==> config.mk <==
export PLATFORM = sky130hd
export DESIGN_NAME = motor_reply_frame_parser
export DESIGN_NICKNAME = d
export VERILOG_FILES = /design/src/rtl/core/mrfp_pkg.sv /design/src/rtl/core/mrfp_deframer.sv /design/src/rtl/core/mrfp_out_reg.sv /design/src/rtl/core/motor_reply_frame_parser.sv
export SDC_FILE = /design/constraint.sdc
export NUM_CORES = 1
export LEC_CHECK = 0
export BUFFER_PORTS_ARGS = -buffer_cell sky130_fd_sc_hd__buf_2
export CAP_MARGIN = 30
export CORE_ASPECT_RATIO = 0.8
export CORE_MARGIN = 5
export CORE_UTILIZATION = 44
export DETAILED_ROUTE_END_ITERATION = 8
export GPL_TIMING_DRIVEN = 0
export PLACE_DENSITY = 0.67
export SYNTH_ARGS = -nofsm -noshare
export SYNTH_HDL_FRONTEND = slang
export SYNTH_SLANG_ARGS = --single-unit
==> constraint.sdc <==
create_clock -name clk -period 38.7 [get_ports clk]
set_clock_uncertainty 0.1 [all_clocks]
set_input_delay 3.87 -clock clk [delete_from_list [all_inputs] [get_ports clk]]
set_output_delay 3.87 -clock clk [all_outputs]
set_load 0.01 [all_outputs]
==> src/rtl/core/mrfp_pkg.sv <==
// ----------------------------------------------------------------------------
// mrfp_pkg
// Shared types and constants of the motor reply frame parser.
// ----------------------------------------------------------------------------
package mrfp_pkg;

  localparam logic [7:0] POSITION_OPCODE = 8'h36;
  localparam logic [7:0] FRAME_END_MARK  = 8'h6B;
  localparam logic [7:0] MAX_DIRECTION   = 8'h01;

  // Byte positions inside a frame
  localparam int IDX_ADDRESS     = 0;
  localparam int IDX_COMMAND     = 1;
  localparam int IDX_STATUS      = 2;
  localparam int IDX_COUNT_FIRST = 3;
  localparam int IDX_COUNT_LAST  = 6;

  typedef struct packed {
    logic        frame_kind;
    logic [7:0]  reply_command;
    logic [7:0]  reply_status;
    logic        direction_negative;
    logic [31:0] position_count;
    logic [31:0] sequence_number;
  } result_t;

endpackage

==> src/rtl/core/mrfp_deframer.sv <==
// ----------------------------------------------------------------------------
// mrfp_deframer
// Frame state, byte capture, frame checks and sequence counters.
// ----------------------------------------------------------------------------
module mrfp_deframer #(
  parameter int POSITION_FRAME_BYTES = 8,
  parameter int CONTROL_FRAME_BYTES  = 4
) (
  input  logic                 clk,
  input  logic                 rst,
  input  logic                 fire,
  input  logic [7:0]           rx_byte,
  input  logic [7:0]           device_address,
  output logic                 res_valid,
  output mrfp_pkg::result_t    res
);

  localparam int CW = $clog2(POSITION_FRAME_BYTES + 1);

  logic [CW-1:0] byte_count;
  logic [CW-1:0] expected_length;
  logic [7:0]    first_byte;
  logic [7:0]    opcode_byte;
  logic [7:0]    third_byte;
  logic [31:0]   count_shift;
  logic [31:0]   control_sequence;
  logic [31:0]   pos_seq_count;

  logic          is_start;
  logic          take;
  logic [CW-1:0] count_inc;
  logic          done;
  logic          good;
  logic          is_pos;
  logic          pos_ok;

  always_comb begin
    is_start  = (rx_byte == device_address);
    take      = fire && ((byte_count != '0) || is_start);
    count_inc = byte_count + CW'(1);
    done      = take && (expected_length != '0) && (count_inc >= expected_length);
    good      = done && (first_byte == device_address) &&
                (rx_byte == mrfp_pkg::FRAME_END_MARK);
    is_pos    = (opcode_byte == mrfp_pkg::POSITION_OPCODE);
    pos_ok    = (third_byte <= mrfp_pkg::MAX_DIRECTION);
    res_valid = good && (!is_pos || pos_ok);

    res = '0;
    if (is_pos) begin
      res.frame_kind         = 1'b1;
      res.direction_negative = third_byte[0];
      res.position_count     = count_shift;
      res.sequence_number    = pos_seq_count + 32'd1;
    end else begin
      res.frame_kind      = 1'b0;
      res.reply_command   = opcode_byte;
      res.reply_status    = third_byte;
      res.sequence_number = control_sequence + 32'd1;
    end
  end

  always_ff @(posedge clk) begin
    if (take) begin
      if (byte_count == CW'(mrfp_pkg::IDX_ADDRESS)) begin
        first_byte <= rx_byte;
      end
      if (byte_count == CW'(mrfp_pkg::IDX_COMMAND)) begin
        opcode_byte <= rx_byte;
      end
      if (byte_count == CW'(mrfp_pkg::IDX_STATUS)) begin
        third_byte <= rx_byte;
      end
      if (byte_count >= CW'(mrfp_pkg::IDX_COUNT_FIRST) &&
          byte_count <= CW'(mrfp_pkg::IDX_COUNT_LAST)) begin
        count_shift <= {count_shift[23:0], rx_byte};
      end
      if (done && is_start) begin
        first_byte <= rx_byte;
      end
    end
  end

  always_ff @(posedge clk) begin
    if (rst) begin
      byte_count        <= '0;
      expected_length   <= '0;
      control_sequence  <= '0;
      pos_seq_count     <= '0;
    end else if (take) begin
      if (done) begin
        byte_count      <= is_start ? CW'(1) : '0;
        expected_length <= '0;
        if (res_valid && is_pos) begin
          pos_seq_count <= pos_seq_count + 32'd1;
        end
        if (res_valid && !is_pos) begin
          control_sequence <= control_sequence + 32'd1;
        end
      end else begin
        byte_count <= count_inc;
        if (count_inc == CW'(2)) begin
          expected_length <= (rx_byte == mrfp_pkg::POSITION_OPCODE) ?
                             CW'(POSITION_FRAME_BYTES) : CW'(CONTROL_FRAME_BYTES);
        end
      end
    end
  end

endmodule

==> src/rtl/core/mrfp_out_reg.sv <==
// ----------------------------------------------------------------------------
// mrfp_out_reg
// Result register holding one reply until the receiver takes it.
// ----------------------------------------------------------------------------
module mrfp_out_reg (
  input  logic              clk,
  input  logic              rst,
  input  logic              load,
  input  logic              load_valid,
  input  mrfp_pkg::result_t load_data,
  input  logic              out_ready,
  output logic              out_valid,
  output mrfp_pkg::result_t data
);

  always_ff @(posedge clk) begin
    if (rst) begin
      out_valid <= 1'b0;
    end else if (load) begin
      out_valid <= load_valid;
    end else if (out_ready) begin
      out_valid <= 1'b0;
    end
  end

  always_ff @(posedge clk) begin
    if (load && load_valid) begin
      data <= load_data;
    end
  end

endmodule

==> src/rtl/core/motor_reply_frame_parser.sv <==
// ----------------------------------------------------------------------------
// motor_reply_frame_parser
// Deframes motor replies from a stream of received serial bytes.
// ----------------------------------------------------------------------------
// Input channel: rx_byte with in_valid/in_ready, one byte per item.
// Output channel: one reply per good frame with out_valid/out_ready; control
// replies carry command and status, position replies carry direction and
// count; each kind has its own wrapping sequence number.
// Config: cfg_wr_en/cfg_wr_data set the device address, taken at once.
// Path: a byte is registered in the input register; the reply from the
// frame's last byte is loaded into the result register as that byte leaves
// the input register, and out_valid rises with that load.
// Throughput: one byte per cycle; the input register and the result register
// each move whenever the result register is empty or being taken.
// Stall: while a reply waits, one more byte is held in the input register,
// then in_ready drops.
// Reset: frame state and both sequence counters clear, address becomes 1,
// no reply pending.
// ----------------------------------------------------------------------------
module motor_reply_frame_parser #(
  parameter int POSITION_FRAME_BYTES = 8,
  parameter int CONTROL_FRAME_BYTES  = 4
) (
  input  logic        clk,
  input  logic        rst,
  input  logic        cfg_wr_en,
  input  logic [7:0]  cfg_wr_data,
  input  logic        in_valid,
  output logic        in_ready,
  input  logic [7:0]  rx_byte,
  output logic        out_valid,
  input  logic        out_ready,
  output logic        frame_kind,
  output logic [7:0]  reply_command,
  output logic [7:0]  reply_status,
  output logic        direction_negative,
  output logic [31:0] position_count,
  output logic [31:0] sequence_number
);

  logic              s1_valid;
  logic [7:0]        s1_byte;
  logic              s1_advance;
  logic              s1_fire;
  logic [7:0]        device_address;
  logic              res_valid;
  mrfp_pkg::result_t res;
  mrfp_pkg::result_t out_data;

  assign s1_advance = !out_valid || out_ready;
  assign s1_fire    = s1_valid && s1_advance;
  assign in_ready   = !s1_valid || s1_advance;

  always_ff @(posedge clk) begin
    if (rst) begin
      device_address <= 8'h01;
    end else if (cfg_wr_en) begin
      device_address <= cfg_wr_data;
    end
  end

  always_ff @(posedge clk) begin
    if (rst) begin
      s1_valid <= 1'b0;
    end else if (in_ready) begin
      s1_valid <= in_valid;
    end
  end

  always_ff @(posedge clk) begin
    if (in_ready && in_valid) begin
      s1_byte <= rx_byte;
    end
  end

  mrfp_deframer #(
    .POSITION_FRAME_BYTES (POSITION_FRAME_BYTES),
    .CONTROL_FRAME_BYTES  (CONTROL_FRAME_BYTES)
  ) u_deframer (
    .clk            (clk),
    .rst            (rst),
    .fire           (s1_fire),
    .rx_byte        (s1_byte),
    .device_address (device_address),
    .res_valid      (res_valid),
    .res            (res)
  );

  mrfp_out_reg u_out_reg (
    .clk        (clk),
    .rst        (rst),
    .load       (s1_advance),
    .load_valid (s1_fire && res_valid),
    .load_data  (res),
    .out_ready  (out_ready),
    .out_valid  (out_valid),
    .data       (out_data)
  );

  assign frame_kind         = out_data.frame_kind;
  assign reply_command      = out_data.reply_command;
  assign reply_status       = out_data.reply_status;
  assign direction_negative = out_data.direction_negative;
  assign position_count     = out_data.position_count;
  assign sequence_number    = out_data.sequence_number;

`ifndef SYNTHESIS
  a_pos_fields: assert property (@(posedge clk) disable iff (rst)
    out_valid && frame_kind |-> reply_command == 8'h00 && reply_status == 8'h00)
    else $error("position reply carries control fields");

  a_ctrl_fields: assert property (@(posedge clk) disable iff (rst)
    out_valid && !frame_kind |-> position_count == 32'h0 && !direction_negative)
    else $error("control reply carries position fields");

  a_ready_when_empty: assert property (@(posedge clk) disable iff (rst)
    !out_valid |-> in_ready)
    else $error("input stalled with empty result register");

  a_result_from_byte: assert property (@(posedge clk) disable iff (rst)
    $rose(out_valid) |-> $past(s1_fire))
    else $error("reply appeared without a processed byte");
`endif

endmodule
==> run_results.csv, run 1 <==
group,metric,value,unit
drt,dr.first_iter.drc_count,645,
drt,routedWlPerCell,17.7,um
synth,synth_commonest_cells,"edfxtp_1, dfxtp_1, nand2_1",
drt,vias_per_cell,5.31,
drt,num_vias,7003,
placed_design,gp_congestion,0.851,
grt,grt_pass1_wl,36500,um
sta,clock.fmax,116,MHz
sta,holdWs,0.339,ns
synth,synth_cell_type_count,46,
power_and_ir_drop,p_comb_share,1.3,%
setup_path,cp.arrival,4.61,ns
synth,synthCells,856,
clock_network,clk_latency,0.52,ns
finish,layout-drive-gt1-share,17.1,%
synth,ys.warnings.count,0,
power_and_ir_drop,swShare,20.0,%
synth,synth-main-ff-cell,"edfxtp_1",
clock_network,h-tree-depth,1,
sta,grt_setup_unrepaired,"false",
drt,drc,0,
grt,grt_antenna_before_repair,0,
power_and_ir_drop,p_per_area,43.4,nW/um2
synth,synth_edf_count,146,
synth,syn_nets,887,
floorplan,core_area,21700,um2
setup_path,startpoint_type,"input port",
synth,synth_area_leader_cell,"edfxtp_1",
drt,wl,23300,um
grt,grt_pass1_vias,6619,
sta,slew_headroom,32.7,%
clock_network,postCtsResizedCells,0,
grt,grt_overflow_total,0,
setup_path,crit_type,"in -> out",
synth,seq_area_frac_synth,61.0,%
power_and_ir_drop,ir_worst_vdd,24.2,uV
sta,fin_setup_tns,0,ns
power_and_ir_drop,p_switching,0.101,mW
clock_network,cts_setup_buffers,0,
clock_network,postCtsHoldBufs,0,
setup_path,r2r_start,"s1_byte[3]",
placed_design,portBuffers,102,
setup_path,endpoint_kind,"output pin",
clock_network,cts_buffers,24,
sta,drv_slew,0,
synth,synthesis.area,9810,um2
run,cap_violations,0,
setup_path,cp_max_fo,4,
grt,grt_util_all_layers,18.1,%
clock_network,cts-root-buf,"clkbuf_16",
sta,period_minus_slack,8.58,ns
floorplan,fp.dieW,177,um
setup_path,critical_path.startpoint,"out_ready",
hold_path,hold_path_class,"reg -> reg",
floorplan,pin_count,105,
sta,worst_pin_slew,1.01,ns
synth,synth_area_leaders,"edfxtp_1, dfxtp_1, xor2_1, xnor2_1, and2_1",
clock_network,numClockSinks,226,
synth,synthArstFlopShare,0,%
finish,num_antenna_cells,0,
finish,fin_nets,1032,
hold_path,min_from,"u_deframer.count_shift[18]",
floorplan,rows,48,
power_and_ir_drop,power_frac_seq,50.8,%
power_and_ir_drop,power.internal,0.406,mW
drt,ant_nets,0,
synth,synth.most_common_cell,"edfxtp_1",
synth,synth-seq-cells,226,
clock_network,clkTransAtPathRegs,0.06,ns
power_and_ir_drop,pwr-share-clk,48.0,%
finish,area_growth,19.1,%
floorplan,start_util,45.1,%
synth,syn_area_per_cell,11.5,um2
sta,setup_viol,0,
drt,dr.pass1.iters,6,
clock_network,cts.path.max_buffers,3,
placed_design,hpwl,16800,um
grt,grt_max_degree,15,
sta,hold_viol,0,
setup_path,crit_required,34.73,ns
floorplan,die-area,25400,um2
power_and_ir_drop,leakage,3.86,nW
clock_network,cts_tree,"built",
sta,min_period_over_period,22.2,%
floorplan,die_h,144,um
run_status,status,"complete, no violations",
synth,synth_top_area_share,44.7,%
## cells by family (layout without fill, tap and decap cells)
kind of cell / after synthesis / after routing / synth area share (%)
simple gates: 318 / 318 / 17.9
flops: 226 / 226 / 61.0
compound gates: 139 / 139 / 7.68
xor+xnor: 92 / 92 / 8.22
buf+inv: 53 / 216 / 2.08
mux: 18 / 18 / 1.84
fa+ha+maj: 10 / 10 / 1.28
## metal layers
metal	GRT usage (%)	vias to the layer above	share of wire, %
met5	0	-	0
met4	5.13	0	2.6
met3	2.60	38	6.1
met2	27.8	220	45
met1	27.0	3344	46
li1	-	3401	-
## stage by stage
| step | cells | power (mW) | setup slack [ns] | utilization, % | instance area [um2] |
|---|---|---|---|---|---|
| after global routing | 1319 | 0.522 | 30.06 | 53.7 | 11700 |
| final | 1319 | 0.507 | 30.12 | 53.7 | 11700 |
| after floorplan | 856 | 0.266 | 20.46 | - | 9810 |
| after detailed placement | 1275 | 0.269 | 30.13 | 49.8 | 10800 |
| after global placement | 1258 | 0.269 | 13.96 | 49.2 | 10700 |
| after CTS | 1319 | 0.511 | 30.13 | 53.7 | 11700 |
## layout by cell type (no fill, tap or decap), types with 3 or more instances in the layout
master / n
edfxtp_1: 146
buf_2: 113
dfxtp_1: 80
nand2_1: 61
a21oi_1: 55
o21ai_0: 55
xor2_1: 53
and2_1: 48
clkbuf_1: 44
nor2_1: 43
or3_1: 43
xnor2_1: 39
nand4_1: 34
nand3_1: 29
clkbuf_16: 24
and3_1: 19
mux2i_1: 18
o21ai_1: 11
or4_1: 11
ha_1: 10
o31ai_1: 8
inv_1: 6
and4_1: 5
buf_4: 5
nor4_1: 4
nor3_1: 4
nor2b_1: 4
bufinv_16: 4
clkinvlp_4: 4
buf_6: 4
clkbuf_8: 3
clkinv_2: 3
## layout make-up
class | count | area (um2)
tap | 300 | 375
sequential | 226 | 5990
multi-input combinational | 577 | 3630
timing repair buffer | 119 | 633
clock inverter | 14 | 199
fill | 1919 | 10100
inverter | 7 | 26.3
buffer | 46 | 178
clock buffer | 30 | 653
## critical path: stages
cell and delay [ns]:
buf_2 0.11, nor2b_1 0.35, nand2_1 0.13, buf_2 0.16
## worst paths after layout
| kind | to | slack (ns) | depth (start not counted) |
|---|---|---|---|
| min reg2reg | u_deframer.count_shift[26] | 0.34 | 0 |
| max reg2reg | u_out_reg.data[11] | 34.40 | 9 |
| min | u_deframer.count_shift[26] | 0.34 | 0 |
| max | in_ready | 30.12 | 4 |
## sequential cells by signal, indices dropped and copies added, names as in the netlist, 32 cells and up
name and flops:
u_deframer.count_shift 32, u_deframer.pos_seq_count 32, u_out_reg.data 82, u_deframer.control_sequence 32
## power groups by stage
stage | sequential, mW | clock (mW) | combinational [mW]
CTS | 0.257 | 0.247 | 0.00640
floorplan | 0.262 | 0 | 0.00397
global placement | 0.263 | 0 | 0.00618
global route | 0.257 | 0.258 | 0.00699
detailed placement | 0.263 | 0 | 0.00635
finish | 0.257 | 0.243 | 0.00636
Power figures use the tool's default switching activity.
==> run 2, diff against run 1 <==
ABC_AREA = 1   (was not set)
PLACE_DENSITY = 0.66   (was 0.67)
clock period = 8.05 ns   (was 38.7 ns; I/O delays follow)
==> run 2 against run 1 <==
Net effect: core utilization down 1.6 points; die area up 4.9%; total power rose to 4.9 times the previous value; hold slack better by 0.0042 ns; sequential power rose to 4.9 times the previous value; area after synthesis up 5.2%; non-clock buffer count down 19; count of clock-buffer cells in the layout up 1; largest cell class unchanged; largest power group unchanged.
==> run_results.csv, run 2 <==
group,metric,value,unit
sta,drv_slew,0,
drt,wl,24800,um
clock_network,h-tree-depth,1,
setup_path,cp-endpoint,"u_out_reg.data[60]",
synth,synth_top_area_share,42.5,%
clock_network,cts-root-buf,"clkbuf_16",
setup_path,r2r_start,"u_deframer.byte_count[1]",
grt,grt_antenna_before_repair,0,
synth,synthesis.area,10300,um2
power_and_ir_drop,leakage,4.75,nW
drt,num_vias,8009,
run,cap_violations,0,
grt,grt_util_all_layers,18.6,%
synth,syn_nets,1196,
clock_network,cts_buffers,24,
finish,fillCellCount,2206,
setup_path,cp_slowest_stage_delay,0.48,ns
sta,setup_viol,0,
clock_network,clkTransAtPathRegs,0.06,ns
finish,num_antenna_cells,0,
hold_path,min_from,"u_deframer.count_shift[8]",
drt,dr.first_iter.drc_count,601,
setup_path,endpoint_kind,"flop",
clock_network,cts_setup_buffers,0,
setup_path,path_cells,"ha_1 -> xnor2_1 -> ha_1 -> nand2_1 -> nand2_1 -> a21oi_1 -> nor2_1 -> nand3_2 -> nor2_1 -> nand2_1 -> inv_4 -> buf_16",
floorplan,fp.dieW,181,um
synth,synth_area_leaders,"edfxtp_1, dfxtp_1, nand2_1, nor2_1, inv_1",
grt,grt_pass1_vias,7580,
placed_design,portBuffers,104,
sta,fin_setup_tns,0,ns
clock_network,clk_latency,0.52,ns
finish,final_cell_mix,"nand2_1, nor2_1, inv_1",
synth,synth_area_leader_cell,"edfxtp_1",
hold_path,hold_path_class,"reg -> reg",
synth,syn_area_per_cell,8.86,um2
drt,routedWlPerCell,15.2,um
finish,top_register,"u_out_reg.data",
floorplan,die-area,26600,um2
setup_path,cp.arrival,3.71,ns
clock_network,postCtsResizedCells,0,
sta,hold_viol,0,
synth,synth-seq-cells,226,
power_and_ir_drop,p_per_area,203,nW/um2
synth,synthCells,1165,
finish,largest_reg_flops,82,
placed_design,pre_cts_ws,4.47,ns
power_and_ir_drop,ir_worst_vdd,125,uV
grt,grt_pass1_wl,40400,um
setup_path,r2r_setup_slack,4.42,ns
setup_path,r2r_end,"u_out_reg.data[60]",
floorplan,start_util,44.3,%
setup_path,cp_max_fo,65,
setup_path,critical_path.startpoint,"u_deframer.byte_count[1]",
placed_design,gp_congestion,0.959,
drt,vias_per_cell,4.92,
floorplan,die_h,147,um
placed_design,hpwl,18300,um
clock_network,cts.path.max_buffers,3,
finish,fin_nets,1330,
sta,worst_pin_slew,0.603,ns
run_status,status,"complete, no violations",
drt,dr.pass1.iters,7,
finish,layout-drive-gt1-share,13.4,%
grt,grt_max_degree,66,
setup_path,critical-path-top-delay-family,"simple AND/OR/NAND/NOR gates",
floorplan,rows,50,
synth,seq_area_frac_synth,58.0,%
synth,ys.warnings.count,0,
setup_path,cp_num_cells,12,
sta,period_minus_slack,3.63,ns
sta,grt_setup_unrepaired,"false",
clock_network,numClockSinks,226,
sta,clock.fmax,275,MHz
synth,synth.most_common_cell,"nand2_1",
drt,ant_nets,0,
setup_path,cpMostUsedCell,"nand2_1",
sta,min_period_over_period,45.1,%
finish,final_common_cell,"nand2_1",
synth,synth_commonest_cells,"nand2_1, nor2_1, inv_1",
drt,drc,0,
finish,area_growth,17.7,%
setup_path,startpoint_type,"flop",
setup_path,rr_worst_depth,12,
setup_path,path_buf_inv,2,
floorplan,core_area,23300,um2
setup_path,crit_required,8.12,ns
synth,synthArstFlopShare,0,%
grt,grt_overflow_total,0,
clock_network,postCtsHoldBufs,0,
sta,timing.final.ws_setup,4.42,ns
clock_network,cts_tree,"built",
setup_path,slowest_stage,"dfxtp_1",
floorplan,pin_count,105,
synth,synth-main-ff-cell,"edfxtp_1",
synth,synth_edf_count,146,
setup_path,crit_type,"reg -> reg",
synth,synth_cell_type_count,37,
sta,slew_headroom,59.6,%
run 2: cell types whose count changed in the layout (fill, tap and decap cells not counted), sizes merged, moves of 25 or more:
cell | previous run | this run
and2 | 48 | 3
or3 | 43 | 0
a21oi | 55 | 26
nor2 | 44 | 204
inv | 8 | 151
xnor2 | 39 | 14
nand2 | 61 | 289
run 2: report_power, final:
group          total [mW]  internal [mW]  switching, mW
Clock                1.16          0.712          0.444
Sequential           1.25           1.23         0.0133
Combinational      0.0560         0.0194         0.0366
run 2: routing by layer:
| layer | vias to the layer above | track usage (%) | wire [um] |
|---|---|---|---|
| li1 | 3990 | - | - |
| met1 | 3708 | 28.3 | 11700 |
| met2 | 279 | 28.4 | 10800 |
| met3 | 32 | 3.00 | 1830 |
| met4 | 0 | 3.75 | 471 |
| met5 | - | 0 | 0 |
run 2: kinds of logic after synthesis:
family | count (synthesis) | synth area share [%]
AOI/OAI and AO/OA | 76 | 4.04
xor gates and xnor gates | 59 | 5.01
adders and majority gates | 10 | 1.21
buffers and inverters | 190 | 7.03
DFF | 226 | 58.0
and+or+nand+nor | 604 | 24.7
run 2: worst min path at each step:
stage	end	slack [ns]	cells past startpoint
6_report	u_deframer.count_shift[16]	0.34	0
5_1_grt	s1_byte[1]	0.35	1
4_1_cts	u_deframer.count_shift[16]	0.35	0
3_5_place_dp	u_deframer.count_shift[27]	0.33	0
3_3_place_gp	u_deframer.count_shift[22]	0.33	0
2_1_floorplan	u_deframer.count_shift[10]	0.33	0
run 2: final cells by class:
type,instances,area (um2),share of cell area [%]
clock inverter,13,163,1.34
multi-input combinational,749,3620,29.8
clock buffer,31,668,5.50
sequential,226,5990,49.3
buffer,38,155,1.28
timing repair buffer,108,583,4.80
inverter,152,573,4.72
tap,312,390,3.22
run 2: per-stage QoR:
| stage | std cells | hold slack [ns] | instance area [um2] | utilization [%] | total power [mW] |
|---|---|---|---|---|---|
| 6_report | 1629 | 0.344 | 12100 | 52.2 | 2.46 |
| 5_1_grt | 1629 | 0.351 | 12100 | 52.2 | 2.54 |
| 4_1_cts | 1629 | 0.346 | 12100 | 52.2 | 2.48 |
| 3_5_place_dp | 1585 | 0.333 | 11300 | 48.6 | 1.33 |
| 3_3_place_gp | 1581 | 0.330 | 11200 | 48.2 | 1.33 |
| 2_1_floorplan | 1165 | 0.326 | 10300 | - | 1.31 |
run 2: worst register-to-register path, stage by stage, from the launching register on:
cell and delay (ns):
dfxtp_1 0.48, ha_1 0.25, xnor2_1 0.12, ha_1 0.30
nand2_1 0.05, nand2_1 0.05, a21oi_1 0.06, nor2_1 0.25
nand3_2 0.18, nor2_1 0.47, nand2_1 0.32, inv_4 0.32
buf_16 0.32
